### src/rtl/slbg_pkg.sv
// Types and constants shared by the status LED blink and glow block.
package slbg_pkg;

  localparam int unsigned DutyW = 17;
  localparam int unsigned PressW = 16;
  localparam int unsigned CfgIdxW = 3;
  localparam int unsigned CfgDataW = 16;
  localparam int unsigned StepShift = 11;

  typedef enum logic [3:0] {
    MODE_TICK    = 4'd0,
    MODE_PERIOD  = 4'd1,
    MODE_COMPARE = 4'd2,
    MODE_BUTTON  = 4'd3,
    MODE_MESSAGE = 4'd4,
    MODE_STEADY  = 4'd5,
    MODE_GLOW    = 4'd6,
    MODE_OFF     = 4'd7,
    MODE_BTN_DIS = 4'd8
  } mode_e;

  typedef enum logic [CfgIdxW-1:0] {
    CFG_PWM_PERIOD    = 3'd0,
    CFG_GLOW_FLOOR    = 3'd1,
    CFG_GLOW_STEP     = 3'd2,
    CFG_MESSAGE_PAUSE = 3'd3,
    CFG_MESSAGE_LEAD  = 3'd4,
    CFG_BUTTON_HOLD   = 3'd5
  } cfg_idx_e;

  localparam logic [15:0] PwmPeriodRst = 16'd30000;
  localparam logic [15:0] GlowFloorRst = 16'd35;
  localparam logic [7:0]  GlowStepRst = 8'd75;
  localparam logic [3:0]  MsgPauseRst = 4'd8;
  localparam logic [2:0]  MsgLeadRst = 3'd4;
  localparam logic [2:0]  BtnHoldRst = 3'd2;
  localparam logic [DutyW-1:0] DutyRst = 17'd100;
  localparam logic [DutyW-1:0] DutyMax = 17'h1FFFF;

  typedef struct packed {
    logic [15:0] pwm_period;
    logic [15:0] glow_floor;
    logic [7:0]  glow_step;
    logic [3:0]  message_pause;
    logic [2:0]  message_lead;
    logic [2:0]  button_hold;
  } cfg_t;

  typedef struct packed {
    logic [3:0] mode;
    logic [3:0] message_code;
  } evt_t;

  typedef struct packed {
    logic              led_on;
    logic [DutyW-1:0]  duty_value;
    logic [PressW-1:0] press_count;
  } res_t;

endpackage

### src/rtl/slbg_if.sv
// Event and result channel interfaces of the status LED block.
interface slbg_evt_if;
  logic       valid;
  logic       ready;
  logic [3:0] mode;
  logic [3:0] message_code;

  modport source (output valid, output mode, output message_code, input ready);
  modport sink (input valid, input mode, input message_code, output ready);
endinterface

interface slbg_res_if;
  logic        valid;
  logic        ready;
  logic        led_on;
  logic [16:0] duty_value;
  logic [15:0] press_count;

  modport source (output valid, output led_on, output duty_value, output press_count,
                  input ready);
  modport sink (input valid, input led_on, input duty_value, input press_count,
                output ready);
endinterface

### src/rtl/slbg_cfg.sv
// Configuration register bank of the status LED block.
module slbg_cfg import slbg_pkg::*; (
  input  logic                clk_i,
  input  logic                rst_ni,
  input  logic                cfg_we_i,
  input  logic [CfgIdxW-1:0]  cfg_idx_i,
  input  logic [CfgDataW-1:0] cfg_wdata_i,
  output cfg_t                cfg_o
);

  cfg_t cfg_q, cfg_d;

  always_comb begin
    cfg_d = cfg_q;
    if (cfg_we_i) begin
      case (cfg_idx_e'(cfg_idx_i))
        CFG_PWM_PERIOD:    cfg_d.pwm_period = cfg_wdata_i;
        CFG_GLOW_FLOOR:    cfg_d.glow_floor = cfg_wdata_i;
        CFG_GLOW_STEP:     cfg_d.glow_step = cfg_wdata_i[7:0];
        CFG_MESSAGE_PAUSE: cfg_d.message_pause = cfg_wdata_i[3:0];
        CFG_MESSAGE_LEAD:  cfg_d.message_lead = cfg_wdata_i[2:0];
        CFG_BUTTON_HOLD:   cfg_d.button_hold = cfg_wdata_i[2:0];
        default:           cfg_d = cfg_q;
      endcase
    end
  end

  always_ff @(posedge clk_i or negedge rst_ni) begin
    if (!rst_ni) begin
      cfg_q.pwm_period    <= PwmPeriodRst;
      cfg_q.glow_floor    <= GlowFloorRst;
      cfg_q.glow_step     <= GlowStepRst;
      cfg_q.message_pause <= MsgPauseRst;
      cfg_q.message_lead  <= MsgLeadRst;
      cfg_q.button_hold   <= BtnHoldRst;
    end else begin
      cfg_q <= cfg_d;
    end
  end

  assign cfg_o = cfg_q;

endmodule

### src/rtl/slbg_core.sv
// LED state, blink code sequencer and glow ramp; one item per step.
module slbg_core import slbg_pkg::*; (
  input  logic clk_i,
  input  logic rst_ni,
  input  logic step_i,
  input  evt_t evt_i,
  input  cfg_t cfg_i,
  output res_t res_o
);

  logic              led_q, led_d;
  logic [DutyW-1:0]  duty_q, duty_d;
  logic              falling_q, falling_d;
  logic [2:0]        hold_q, hold_d;
  logic [4:0]        pulses_q, pulses_d;
  logic [5:0]        pos_q, pos_d;
  logic              blink_en_q, blink_en_d;
  logic              glow_en_q, glow_en_d;
  logic              btn_en_q, btn_en_d;
  logic [PressW-1:0] press_q, press_d;

  // blink tick
  logic signed [6:0] pos_inc;
  logic [5:0]        pos_next;

  // glow ramp
  logic              ramp_flip;
  logic              fall_now;
  logic [24:0]       prod;
  logic [25:0]       prod_up;
  logic [DutyW:0]    rise_sum;
  logic [DutyW-1:0]  duty_ramp;

  always_comb begin
    pos_inc = $signed({pos_q[5], pos_q}) + 7'sd1;
    if (pos_inc >= $signed({2'b00, pulses_q})) begin
      pos_next = 6'd0 - {2'b00, cfg_i.message_pause};
    end else begin
      pos_next = pos_inc[5:0];
    end
  end

  always_comb begin
    ramp_flip = (duty_q >= {1'b0, cfg_i.pwm_period}) ||
                ((duty_q < {1'b0, cfg_i.glow_floor}) && falling_q);
    fall_now  = falling_q ^ ramp_flip;
    prod      = cfg_i.glow_step * duty_q;
    prod_up   = {1'b0, prod} + 26'd2047;
    rise_sum  = {1'b0, duty_q} + {4'd0, prod[24:StepShift]};
    if (fall_now) begin
      // ceiling of the step never exceeds the duty, so no underflow
      duty_ramp = duty_q - {2'd0, prod_up[25:StepShift]};
    end else if (rise_sum[DutyW]) begin
      duty_ramp = DutyMax;
    end else begin
      duty_ramp = rise_sum[DutyW-1:0];
    end
  end

  always_comb begin
    led_d      = led_q;
    duty_d     = duty_q;
    falling_d  = falling_q;
    hold_d     = hold_q;
    pulses_d   = pulses_q;
    pos_d      = pos_q;
    blink_en_d = blink_en_q;
    glow_en_d  = glow_en_q;
    btn_en_d   = btn_en_q;
    press_d    = press_q;
    case (mode_e'(evt_i.mode))
      MODE_TICK: begin
        if (blink_en_q) begin
          if (hold_q != 3'd0) begin
            hold_d = hold_q - 3'd1;
          end else if (pulses_q == 5'd0) begin
            led_d = ~led_q;
          end else begin
            if (!pos_q[5]) led_d = ~led_q;
            pos_d = pos_next;
          end
        end
      end
      MODE_PERIOD: begin
        if (glow_en_q) begin
          falling_d = fall_now;
          duty_d    = duty_ramp;
          led_d     = 1'b1;
        end
      end
      MODE_COMPARE: begin
        if (glow_en_q) led_d = 1'b0;
      end
      MODE_BUTTON: begin
        if (btn_en_q) begin
          press_d = press_q + PressW'(1);
          led_d   = 1'b1;
          hold_d  = cfg_i.button_hold;
        end
      end
      MODE_MESSAGE: begin
        glow_en_d  = 1'b0;
        led_d      = 1'b0;
        blink_en_d = 1'b1;
        hold_d     = cfg_i.message_lead;
        pulses_d   = {evt_i.message_code, 1'b0};
      end
      MODE_STEADY: begin
        pulses_d   = 5'd0;
        glow_en_d  = 1'b0;
        blink_en_d = 1'b1;
      end
      MODE_GLOW: begin
        glow_en_d = 1'b1;
      end
      MODE_OFF: begin
        glow_en_d  = 1'b0;
        blink_en_d = 1'b0;
        led_d      = 1'b0;
      end
      MODE_BTN_DIS: begin
        btn_en_d = 1'b0;
      end
      default: begin
        led_d = led_q;
      end
    endcase
  end

  always_ff @(posedge clk_i or negedge rst_ni) begin
    if (!rst_ni) begin
      led_q      <= 1'b1;
      duty_q     <= DutyRst;
      falling_q  <= 1'b0;
      hold_q     <= 3'd0;
      pulses_q   <= 5'd0;
      pos_q      <= 6'd0;
      blink_en_q <= 1'b0;
      glow_en_q  <= 1'b0;
      btn_en_q   <= 1'b1;
      press_q    <= '0;
    end else if (step_i) begin
      led_q      <= led_d;
      duty_q     <= duty_d;
      falling_q  <= falling_d;
      hold_q     <= hold_d;
      pulses_q   <= pulses_d;
      pos_q      <= pos_d;
      blink_en_q <= blink_en_d;
      glow_en_q  <= glow_en_d;
      btn_en_q   <= btn_en_d;
      press_q    <= press_d;
    end
  end

  // result reflects the state after this item
  assign res_o.led_on      = led_d;
  assign res_o.duty_value  = duty_d;
  assign res_o.press_count = press_d;

endmodule

### src/rtl/status_led_blink_code_and_glow.sv
// Top level of the status LED blink code and breathing glow block.
//
//  channel   dir  handshake        payload
//  evt_i     in   valid/ready      mode[3:0], message_code[3:0]
//  res_o     out  valid/ready      led_on, duty_value[16:0], press_count[15:0]
//  cfg       in   cfg_we_i         cfg_idx_i[2:0], cfg_wdata_i[15:0]
//
// One item per cycle sustained while the result side is not stalled; an item goes from acceptance to result valid
// through an input register, then the state update (8x17 duty multiply) into the result register.
// A stalled result holds the pipe; the input register still takes one item meanwhile if it is empty.
// Reset restores valid flags, config and LED state but not the data registers; no item is lost across a stall.
module status_led_blink_code_and_glow import slbg_pkg::*; (
  input  logic                clk_i,
  input  logic                rst_ni,
  input  logic                cfg_we_i,
  input  logic [CfgIdxW-1:0]  cfg_idx_i,
  input  logic [CfgDataW-1:0] cfg_wdata_i,
  slbg_evt_if.sink            evt_i,
  slbg_res_if.source          res_o
);

  cfg_t cfg;
  evt_t evt_q;
  logic evt_vld_q;
  res_t res, res_q;
  logic res_vld_q;
  logic advance;
  logic step;

  slbg_cfg u_cfg (
    .clk_i       (clk_i),
    .rst_ni      (rst_ni),
    .cfg_we_i    (cfg_we_i),
    .cfg_idx_i   (cfg_idx_i),
    .cfg_wdata_i (cfg_wdata_i),
    .cfg_o       (cfg)
  );

  assign advance     = !res_vld_q || res_o.ready;
  assign step        = evt_vld_q && advance;
  assign evt_i.ready = !evt_vld_q || advance;

  always_ff @(posedge clk_i or negedge rst_ni) begin
    if (!rst_ni) begin
      evt_vld_q <= 1'b0;
      res_vld_q <= 1'b0;
    end else begin
      if (evt_i.ready) evt_vld_q <= evt_i.valid;
      if (advance) res_vld_q <= evt_vld_q;
    end
  end

  always_ff @(posedge clk_i) begin
    if (evt_i.ready && evt_i.valid) begin
      evt_q.mode         <= evt_i.mode;
      evt_q.message_code <= evt_i.message_code;
    end
    if (step) res_q <= res;
  end

  slbg_core u_core (
    .clk_i  (clk_i),
    .rst_ni (rst_ni),
    .step_i (step),
    .evt_i  (evt_q),
    .cfg_i  (cfg),
    .res_o  (res)
  );

  assign res_o.valid       = res_vld_q;
  assign res_o.led_on      = res_q.led_on;
  assign res_o.duty_value  = res_q.duty_value;
  assign res_o.press_count = res_q.press_count;

endmodule

### src/flat_wrapper.sv
// flat-port wrapper written by rule: the top's interface ports become plain ports
module status_led_blink_code_and_glow_flat import slbg_pkg::*;
  (clk_i, rst_ni, cfg_we_i, cfg_idx_i, cfg_wdata_i, evt_i_valid, evt_i_mode, evt_i_message_code, evt_i_ready, res_o_valid, res_o_led_on, res_o_duty_value, res_o_press_count, res_o_ready);
  slbg_evt_if evt_i_i ();
  slbg_res_if res_o_i ();
  input  logic clk_i;
  input  logic rst_ni;
  input  logic cfg_we_i;
  input  logic [CfgIdxW-1:0] cfg_idx_i;
  input  logic [CfgDataW-1:0] cfg_wdata_i;
  input wire logic [$bits(evt_i_i.valid)-1:0] evt_i_valid;
  input wire logic [$bits(evt_i_i.mode)-1:0] evt_i_mode;
  input wire logic [$bits(evt_i_i.message_code)-1:0] evt_i_message_code;
  output wire logic [$bits(evt_i_i.ready)-1:0] evt_i_ready;
  output wire logic [$bits(res_o_i.valid)-1:0] res_o_valid;
  output wire logic [$bits(res_o_i.led_on)-1:0] res_o_led_on;
  output wire logic [$bits(res_o_i.duty_value)-1:0] res_o_duty_value;
  output wire logic [$bits(res_o_i.press_count)-1:0] res_o_press_count;
  input wire logic [$bits(res_o_i.ready)-1:0] res_o_ready;
  assign evt_i_i.valid = evt_i_valid;
  assign evt_i_i.mode = evt_i_mode;
  assign evt_i_i.message_code = evt_i_message_code;
  assign evt_i_ready = evt_i_i.ready;
  assign res_o_valid = res_o_i.valid;
  assign res_o_led_on = res_o_i.led_on;
  assign res_o_duty_value = res_o_i.duty_value;
  assign res_o_press_count = res_o_i.press_count;
  assign res_o_i.ready = res_o_ready;
  status_led_blink_code_and_glow u_core (.clk_i(clk_i), .rst_ni(rst_ni), .cfg_we_i(cfg_we_i), .cfg_idx_i(cfg_idx_i), .cfg_wdata_i(cfg_wdata_i), .evt_i(evt_i_i), .res_o(res_o_i));
endmodule
### config.mk
export PLATFORM = sky130hd
export DESIGN_NAME = status_led_blink_code_and_glow_flat
export DESIGN_NICKNAME = d
export VERILOG_FILES = /design/src/rtl/slbg_pkg.sv /design/src/rtl/slbg_if.sv /design/src/rtl/slbg_cfg.sv /design/src/rtl/slbg_core.sv /design/src/rtl/status_led_blink_code_and_glow.sv /design/src/flat_wrapper.sv
export SDC_FILE = /design/constraint.sdc
export NUM_CORES = 1
export LEC_CHECK = 0
export ABC_AREA = 1
export BUFFER_PORTS_ARGS = -buffer_cell sky130_fd_sc_hd__buf_2
export CAP_MARGIN = 15
export CORE_MARGIN = 5
export CORE_UTILIZATION = 46
export CTS_CLUSTER_SIZE = 20
export DETAILED_ROUTE_END_ITERATION = 7
export SYNTH_ARGS = -nofsm -noshare
export SYNTH_HDL_FRONTEND = slang
export SYNTH_SLANG_ARGS = --single-unit
### constraint.sdc
create_clock -name clk_i -period 10.81 [get_ports clk_i]
set_input_delay 3.243 -clock clk_i [delete_from_list [all_inputs] [get_ports clk_i]]
set_output_delay 3.243 -clock clk_i [all_outputs]
set_load 0.02 [all_outputs]
==> flow_metrics.tcl, run 1 <==
set metrics [dict create \
    antenna_found_initial 0 \
    number_of_nets_produced_by_synthesis 2222 \
    initial_utilization_pct 46.7 \
    hold_violations 0 \
    drt-initial-drc-count 945 \
    worst-path-max-fanout 14 \
    worst_margin_pin_slew_ns 1.05 \
    critical-path-max-stage-delay_ns 0.97 \
    finalClockSkew_ns 0.00888 \
    worst_hold_path_type "reg -> reg" \
    io_pins 68 \
    setup_viol_count_final 0 \
    synth-warning-count 0 \
    nets 2259 \
    num_rows 64 \
    via_count_of_the_first_global_routing_pass 12075 \
    detailedRoute.firstPassIterationCount 7 \
    met1_usage_pct 31.3 \
    ranking_of_synthesized_cells_by_area "sky130_fd_sc_hd__nand2_1, sky130_fd_sc_hd__dfrtp_1, sky130_fd_sc_hd__fa_1" \
    cp_slowest_cell "sky130_fd_sc_hd__dfrtp_1" \
    register_bit_total_from_synthesis 145 \
    synth.cells.most_frequent "sky130_fd_sc_hd__nand2_1, sky130_fd_sc_hd__inv_1, sky130_fd_sc_hd__ha_1" \
    tns_ns 0 \
    gr-usage-met2_pct 34.1 \
    post_drt_via_cell_ratio 5.03 \
    slew-limit-headroom_pct 30.0 \
    wl_per_cell_microns 15.6 \
    dpl_worst_slack_ns 3.70 \
    synthesis.area_sq_mm 0.0143 \
    cts_resized 0 \
    cts_inserted_buffers 17 \
    multi_input_area_sq_mm 0.00860 \
    timing.setup.critical_path_class "reg -> reg" \
    worst-endpoint-arrival_ns 7.43 \
    setup_slack_ns 3.57 \
    postCtsSetupRepairBufs 0 \
    synth_top_flop_cell "sky130_fd_sc_hd__dfrtp_1" \
    area_delta_synth_final_pct 8.70 \
    port-buffer-count 67 \
    dpl.hpwl_microns 28900 \
    critical_path_required_ns 11.00 \
    synth.yosys.seq_area_share_pct 27.0 \
    via_count 12224 \
    die_area_sq_mm 0.0348 \
    clock_tree_from_tritoncts "yes" \
    seqCellArea_sq_mm 0.00387 \
    postSynth.asyncResetShare_pct 71.0 \
    drv.max_cap_violation_count 0 \
    run_status "finished clean" \
    endpoint_kind "register" \
    pin_count_of_the_biggest_net_entering_global_routing 77 \
    gr_util_all_layers_pct 22.0 \
    final_period_minus_worst_setup_slack_ns 7.24 \
    rsz_0062_raised_after_global_routing "no" \
    top_cell_type_by_total_area_after_synthesis "sky130_fd_sc_hd__nand2_1" \
    synthesis.area_per_instance_sq_um 7.22 \
    max-clock-path-buffers 2 \
    synth-edff-count 42 \
    cts_max_level 4 \
    post_synth_num_cell_types 51 \
    vertical_die_dimension_microns 186 \
    cts-hold-fix-buffers 0 \
    grt.overflow.total 0 \
    grt_busiest_layer "met2" \
    design.core.area_sq_mm 0.0307 \
    syn-instance-count 1984 \
    clk_pin_slew_ns 0.07 \
    finalWeightedCongestion 0.943 \
    synth_largest_type_area_fraction_pct 15.3 \
    finalWirelength_microns 37800 \
    grt_pass1_wl_microns 62700 \
    antenna_cells_inserted 0 \
    global_route.usage.met3_pct 3.87 \
    synth.most_common_cell "sky130_fd_sc_hd__nand2_1" \
    fillerInstances 3064 \
    clock_sink_count 145 \
    die_width_microns 186 \
    cp_common_cell "sky130_fd_sc_hd__nand2_1" \
    maxClockFrequency_ghz 0.138 \
    slew_viol_final 0 \
    crit_path_start_kind "register" \
    drc 0 \
    cts.root.buffer_cell "sky130_fd_sc_hd__clkbuf_16" \
    post_route_cells_drive_above_1_share_pct 8.55 \
    min_period_over_period_pct 67.0 \
    clk_latency_ns 0.43 \
    route.antenna.remaining_nets 0 \
]
final cells by class:
| type | instances | area share, % |
|---|---|---|
| clock buffer | 19 | 2.84 |
| multi-input combinational | 1345 | 55.2 |
| inverter | 438 | 10.6 |
| timing repair buffer | 74 | 2.51 |
| tap | 396 | 3.18 |
| clock inverter | 13 | 0.884 |
| sequential | 145 | 24.8 |
critical path: cells and delay by family, from the launching register on:
| kind | cells | cell delay [ns] |
|---|---|---|
| DFF | 1 | 0.97 |
| adders and majority gates | 6 | 2.71 |
| buffers and inverters | 7 | 0.42 |
| xor gates and xnor gates | 1 | 0.25 |
| and+or+nand+nor | 16 | 1.76 |
| AOI/OAI and AO/OA | 4 | 0.87 |
cell families (layout without fill, tap and decap cells):
kind of cell,after synthesis,after routing,share of synthesized area (%)
buffers and inverters,494,544,13.0
adder cells (fa/ha/maj),206,206,22.8
XOR/XNOR,44,44,2.87
AND/OR/NAND/NOR,880,880,26.1
flip-flops,145,145,27.0
AO/OA/AOI/OAI,215,215,8.26
path summary, 6_finish.rpt:
check                                                     from                                    end  slack (ns)  cells after the start
setup / recovery           u_core.u_core.duty_q[7]$_DFFE_PN0P_  u_core.res_o.duty_value[15]$_DFFE_PP_        3.57                     34
setup reg to reg           u_core.u_core.duty_q[7]$_DFFE_PN0P_  u_core.res_o.duty_value[15]$_DFFE_PP_        3.57                     34
hold reg to reg             u_core.u_cfg.cfg_o[29]$_DFFE_PN0P_     u_core.u_cfg.cfg_o[29]$_DFFE_PN0P_        0.48                      2
max in group asynchronous                               rst_ni     u_core.u_cfg.cfg_o[22]$_DFFE_PN0P_        6.77                      2
hold / removal              u_core.u_cfg.cfg_o[29]$_DFFE_PN0P_     u_core.u_cfg.cfg_o[29]$_DFFE_PN0P_        0.48                      2
min in group asynchronous                               rst_ni    u_core.u_core.duty_q[3]$_DFFE_PN0P_        2.74                      1
per-layer routing:
| metal | vias up | share of wire [%] |
|---|---|---|
| met3 | 61 | 5.5 |
| met2 | 339 | 44 |
| li1 | 6193 | - |
| met1 | 5631 | 48 |
| met4 | 0 | 2.9 |
| met5 | - | 0 |
sequential cells by signal (all words and copies together), names as in the netlist:
signal                    count
u_core.evt_q                  8
u_core.u_core.pos_q           6
u_core.u_core.btn_en_q        1
u_core.evt_vld_q              1
u_core.u_core.led_q           1
u_core.u_core.duty_q         17
u_core.u_core.glow_en_q       1
u_core.u_cfg.cfg_o           50
u_core.u_core.falling_q       1
u_core.u_core.press_q        16
u_core.res_o.valid            1
u_core.res_o.duty_value      17
u_core.res_o.press_count     16
u_core.u_core.hold_q          3
u_core.u_core.pulses_q        4
u_core.res_o.led_on           1
u_core.u_core.blink_en_q      1
cell usage in the layout, fill, tap and decap left out, drive strengths merged, types with 67 or more instances in the layout:
| cell type | instances |
|---|---|
| nand2 | 592 |
| nand3 | 110 |
| ha | 114 |
| a21oi | 67 |
| o21ai | 108 |
| buf | 74 |
| fa | 92 |
| nor2 | 103 |
| inv | 438 |
| dfrtp | 81 |
metrics by stage:
stage | area (sq um) | util, % | std cells | hold WS (ns)
2_1_floorplan | 14300 | - | 1984 | 0.445
3_3_place_gp | 15000 | 48.9 | 2398 | 0.469
3_5_place_dp | 15000 | 48.9 | 2398 | 0.473
4_1_cts | 15600 | 50.8 | 2430 | 0.488
5_1_grt | 15600 | 50.8 | 2430 | 0.500
6_report | 15600 | 50.8 | 2430 | 0.483
Power of run 1 is left out: the tool's default activity adds up to more than one toggle a clock period on the data nets, which glitch-free logic cannot reach.
==> run 2: changes to the inputs <==
clock period = 6.91 ns   (was 10.81 ns; I/O delays follow)
==> run 2 against run 1 <==
Net effect:
- non-clock buffer count rose by 35
- die area did not move
- utilization rose by 2.0 points
- critical path type unchanged
==> flow_metrics.tcl, run 2 (synthesized netlist as in run 1, its figures left out) <==
set metrics [dict create \
    run_status "finished clean" \
    vertical_die_dimension_microns 186 \
    drc 0 \
    critical-path-max-stage-delay_ns 0.63 \
    initial_utilization_pct 46.7 \
    cts_max_level 4 \
    clock_sink_count 145 \
    fillerInstances 2986 \
    route.antenna.remaining_nets 0 \
    design.core.area_sq_mm 0.0307 \
    drv.max_cap_violation_count 0 \
    cts-hold-fix-buffers 0 \
    io_pins 68 \
    detailedRoute.firstPassIterationCount 5 \
    dpl.hpwl_microns 30100 \
    global_route.usage.met3_pct 4.17 \
    grt_pass1_wl_microns 63700 \
    worst-endpoint-arrival_ns 6.71 \
    met1_usage_pct 32.2 \
    grt.overflow.total 0 \
    number_of_flip_flops_in_the_largest_register 50 \
    layout_commonest_cell "sky130_fd_sc_hd__nand2_1" \
    cts.root.buffer_cell "sky130_fd_sc_hd__clkbuf_16" \
    cp_slowest_cell "sky130_fd_sc_hd__dfstp_2" \
    worst_margin_pin_slew_ns 1.09 \
    slew_viol_final 0 \
    worst_hold_path_type "reg -> reg" \
    num_rows 64 \
    via_count_of_the_first_global_routing_pass 12245 \
    clk_latency_ns 0.44 \
    final_period_minus_worst_setup_slack_ns 6.54 \
    via_count 12544 \
    finalWeightedCongestion 0.927 \
    flop_to_flop_setup_slack_ns 0.37 \
    max-clock-path-buffers 2 \
    die_area_sq_mm 0.0348 \
    antenna_cells_inserted 0 \
    drt-initial-drc-count 978 \
    maxClockFrequency_ghz 0.153 \
    layout_common_cells "sky130_fd_sc_hd__nand2_1, sky130_fd_sc_hd__inv_1, sky130_fd_sc_hd__o21ai_0" \
    worst-path-max-fanout 6 \
    endpoint_kind "register" \
    nets 2294 \
    pin_count_of_the_biggest_net_entering_global_routing 67 \
    cp_common_cell "sky130_fd_sc_hd__nand2_1" \
    finalClockSkew_ns 0.00905 \
    antenna_found_initial 1 \
    clock_tree_from_tritoncts "yes" \
    gr_util_all_layers_pct 22.3 \
    grt_busiest_layer "met2" \
    hold_violations 0 \
    crit_path_start_kind "register" \
    setup_viol_count_final 0 \
    whs_ns 0.477 \
    slew-limit-headroom_pct 27.2 \
    area_delta_synth_final_pct 12.9 \
    gr-usage-met2_pct 34.8 \
    die_width_microns 186 \
    critical_path_required_ns 7.08 \
    cts_inserted_buffers 17 \
    timing.setup.critical_path_class "reg -> reg" \
    port-buffer-count 67 \
    finalWirelength_microns 38900 \
    post_drt_via_cell_ratio 5.09 \
    wl_per_cell_microns 15.8 \
    min_period_over_period_pct 94.7 \
    clk_pin_slew_ns 0.07 \
    post_route_cells_drive_above_1_share_pct 13.0 \
]
==> run 2: layout make-up <==
class	instances	area [sq um]	area share, %
Clock buffer	21	470	2.91
Clock inverter	11	98.8	0.611
Inverter	438	1640	10.2
Multi-Input combinational cell	1345	8900	55.0
Sequential cell	145	3880	24.0
Tap cell	396	495	3.06
Timing Repair Buffer	109	686	4.24
==> run 2: worst max-delay path, delay by kind of cell, from the launching register on <==
family                     cells  cell delay [ns]
adders and majority gates      6             2.59
and+or+nand+nor               14             1.48
DFF                            1             0.63
buffers and inverters          7             0.62
xor gates and xnor gates       3             0.60
AOI/OAI and AO/OA              2             0.34
==> run 2: path summary, 6_finish.rpt <==
kind | cells after the start | to | from
max | 32 | u_core.res_o.duty_value[13]$_DFFE_PP_ | u_core.u_core.duty_q[6]$_DFFE_PN1P_
min | 2 | u_core.u_core.pulses_q[1]$_DFFE_PN0P_ | u_core.evt_q[0]$_DFFE_PP_
max reg2reg | 32 | u_core.res_o.duty_value[13]$_DFFE_PP_ | u_core.u_core.duty_q[6]$_DFFE_PN1P_
min reg2reg | 2 | u_core.u_core.pulses_q[1]$_DFFE_PN0P_ | u_core.evt_q[0]$_DFFE_PP_
max in group asynchronous | 2 | u_core.u_core.duty_q[11]$_DFFE_PN0P_ | rst_ni
min in group asynchronous | 1 | u_core.u_core.press_q[12]$_DFFE_PN0P_ | rst_ni
==> run 2: metal layers <==
layer,vias up,share of wire (%)
met2,356,44
met3,45,6.7
met4,2,1.9
met5,-,0.021
met1,5887,47
li1,6254,-
==> run 2: what timing repair did <==
action,CTS,global route
resized for setup,3,74
pin swaps,0,6
setup buffers,0,12
endpoints found under the setup margin,2,32
gates cloned,0,0
hold endpoints to repair,0,0
==> run 2: stage by stage <==
| step | std cells | setup slack (ns) | area (sq um) | util [%] | TNS [ns] |
|---|---|---|---|---|---|
| floorplan | 1984 | 0.456 | 14300 | - | 0 |
| global placement | 2421 | 0.0692 | 15200 | 49.5 | 0 |
| detailed placement | 2421 | -0.0225 | 15200 | 49.5 | -0.0225 |
| CTS | 2453 | 0.0691 | 15800 | 51.4 | 0 |
| global route | 2465 | -0.0167 | 16200 | 52.7 | -0.0265 |
| finish | 2465 | 0.367 | 16200 | 52.7 | 0 |
Power of run 2 is left out for the same reason.
==> run 3: changes to the inputs <==
CELL_PAD_IN_SITES_DETAIL_PLACEMENT = 1   (was unset)
CELL_PAD_IN_SITES_GLOBAL_PLACEMENT = 2   (was unset)
CORE_UTILIZATION = 37   (was 46)
PLACE_DENSITY_LB_ADDON = 0.1   (was unset)
==> run 3 against run 2 <==
Net effect:
- clock-buffer cell count is 4 lower
- die area is 23% higher
- wire length is 15% higher
- utilization is 9.0 points lower
- hold slack worse by 0.0032 ns
- critical path depth is 4 lower
- largest cell class unchanged
==> flow_metrics.tcl, run 3 (synthesized netlist as in run 1, its figures left out) <==
set metrics [dict create \
    min_period_over_period_pct 96.1 \
    rsz_0062_raised_after_global_routing "yes" \
    cts_inserted_buffers 17 \
    worst_margin_pin_slew_ns 1.05 \
    top_layer_used "met4" \
    slew-limit-headroom_pct 30.2 \
    drc 0 \
    min_delay_path_depth 2 \
    drt-initial-drc-count 436 \
    final_design_area_no_fill_sq_mm 0.0168 \
    utilization_pct 43.7 \
    endpoint_kind "register" \
    grt_pass1_wl_microns 71300 \
    met3_wirelength_microns 945 \
    max-clock-path-buffers 2 \
    layout.cells.non_filler 2616 \
    worst-path-max-fanout 6 \
    layout_common_cells "sky130_fd_sc_hd__nand2_1, sky130_fd_sc_hd__inv_1, sky130_fd_sc_hd__nand3_1" \
    cts_max_level 4 \
    io_pins 68 \
    clock_tree_from_tritoncts "yes" \
    slew_viol_final 0 \
    crit_end "u_core.res_o.duty_value[3]$_DFFE_PP_" \
    hold_violations 0 \
    setup_viol_count_final 0 \
    layout_commonest_cell "sky130_fd_sc_hd__nand2_1" \
    post_route_cells_drive_above_1_share_pct 15.3 \
    detailedRoute.firstPassIterationCount 4 \
    critical_path.startpoint "u_core.u_cfg.cfg_o[16]$_DFFE_PN1P_" \
    clock_sink_count 145 \
    wl_per_cell_microns 17.1 \
    drv.max_cap_violation_count 0 \
    clk_latency_ns 0.44 \
    post_route_m1_wl_microns 21000 \
    num_rows 72 \
    die_width_microns 207 \
    via_count_of_the_first_global_routing_pass 13397 \
    dpl.hpwl_microns 35700 \
    via_count 12782 \
    pin_count_of_the_biggest_net_entering_global_routing 67 \
    critical-path-max-stage-delay_ns 0.67 \
    route.antenna.remaining_nets 0 \
    crit_path_start_kind "register" \
    cts.root.buffer_cell "sky130_fd_sc_hd__clkbuf_16" \
    area_delta_synth_final_pct 17.4 \
    design.core.area_sq_mm 0.0385 \
    dr_wl_met2_microns 22000 \
    finalWirelength_microns 44600 \
    finalClockSkew_ns 0.0154 \
    timing.setup.critical_path_class "reg -> reg" \
    vertical_die_dimension_microns 207 \
    number_of_flip_flops_in_the_largest_register 50 \
    antenna_cells_inserted 0 \
    initial_utilization_pct 37.2 \
    flop_to_flop_setup_slack_ns 0.27 \
    worst-endpoint-arrival_ns 6.81 \
    grt.overflow.total 0 \
    final_period_minus_worst_setup_slack_ns 6.64 \
    gr_util_all_layers_pct 21.1 \
    whs_ns 0.474 \
    critical_path_required_ns 7.07 \
    total_instance_count_after_detailed_placement 2574 \
    cts-hold-fix-buffers 0 \
    regToRegEndpoint "u_core.res_o.duty_value[3]$_DFFE_PP_" \
    post_drt_via_cell_ratio 4.89 \
    nets 2323 \
    worst_hold_path_type "reg -> reg" \
    die_area_sq_mm 0.0428 \
    r2r_cells 28 \
    run_status "finished clean" \
    antenna_found_initial 0 \
    r2r-start "u_core.u_cfg.cfg_o[16]$_DFFE_PN1P_" \
    port-buffer-count 67 \
    placedInstanceArea_sq_mm 0.0156 \
    clk_pin_slew_ns 0.06 \
    maxClockFrequency_ghz 0.151 \
    cp_slowest_cell "sky130_fd_sc_hd__dfstp_4" \
    finalWeightedCongestion 0.890 \
]
-- run 3: cell types whose count changed in the layout (fill, tap and decap cells not counted), moves of 4 or more --
cell                        previous run  this run
sky130_fd_sc_hd__a21oi_2               8        15
sky130_fd_sc_hd__nand2_1             576       568
sky130_fd_sc_hd__buf_4                39        65
sky130_fd_sc_hd__bufinv_16             1         5
sky130_fd_sc_hd__a21oi_1              59        52
sky130_fd_sc_hd__buf_12                2         6
sky130_fd_sc_hd__nand2_2              14        20
sky130_fd_sc_hd__inv_4                 4         0
-- run 3: what timing repair did --
item | CTS | global route
endpoints found under the setup margin | 3 | 32
gates resized for setup | 2 | 110
buffers inserted | 0 | 10
endpoints found under the hold margin | 0 | 0
pin swaps | 0 | 27
-- run 3: metal layers --
metal,GRT usage (%),up-vias
li1,-,6313
met1,28.8,6309
met2,36.5,122
met3,2.19,38
met4,4.46,0
met5,0,-
-- run 3: stage by stage --
stage | TNS [ns] | worst slack (ns)
6_report | 0 | 0.267
5_1_grt | -0.294 | -0.0656
4_1_cts | 0 | 0.00527
3_5_place_dp | -0.0830 | -0.0425
3_3_place_gp | 0 | 0.0703
2_1_floorplan | 0 | 0.456
-- run 3: worst max-delay path: cells and delay by family (launching register included) --
kind                       cells  cell delay (ns)
DFF                            1             0.67
AOI/OAI and AO/OA              3             0.55
and+or+nand+nor               12             1.62
adders and majority gates      6             2.75
buffers and inverters          7             0.79
-- run 3: layout make-up --
class / count / area, sq um
fillers: 4806 / 21700
multi-input cells: 1345 / 9030
flip-flops and latches: 145 / 3890
inverters: 438 / 1640
repair buffers: 138 / 950
well taps: 518 / 648
clock buffers: 17 / 425
clock inverters: 15 / 231
-- run 3: worst min path at each step --
| stage | start | end | slack, ns |
|---|---|---|---|
| after floorplan | u_core.evt_q[0]$_DFFE_PP_ | u_core.u_core.pulses_q[1]$_DFFE_PN0P_ | 0.45 |
| after global placement | u_core.evt_q[0]$_DFFE_PP_ | u_core.u_core.pulses_q[1]$_DFFE_PN0P_ | 0.46 |
| after detailed placement | u_core.evt_q[0]$_DFFE_PP_ | u_core.u_core.pulses_q[1]$_DFFE_PN0P_ | 0.46 |
| after CTS | u_core.evt_q[0]$_DFFE_PP_ | u_core.u_core.pulses_q[1]$_DFFE_PN0P_ | 0.48 |
| after global routing | u_core.evt_q[0]$_DFFE_PP_ | u_core.u_core.pulses_q[1]$_DFFE_PN0P_ | 0.50 |
| final | u_core.evt_q[0]$_DFFE_PP_ | u_core.u_core.pulses_q[1]$_DFFE_PN0P_ | 0.47 |
Power of run 3 is left out for the same reason.
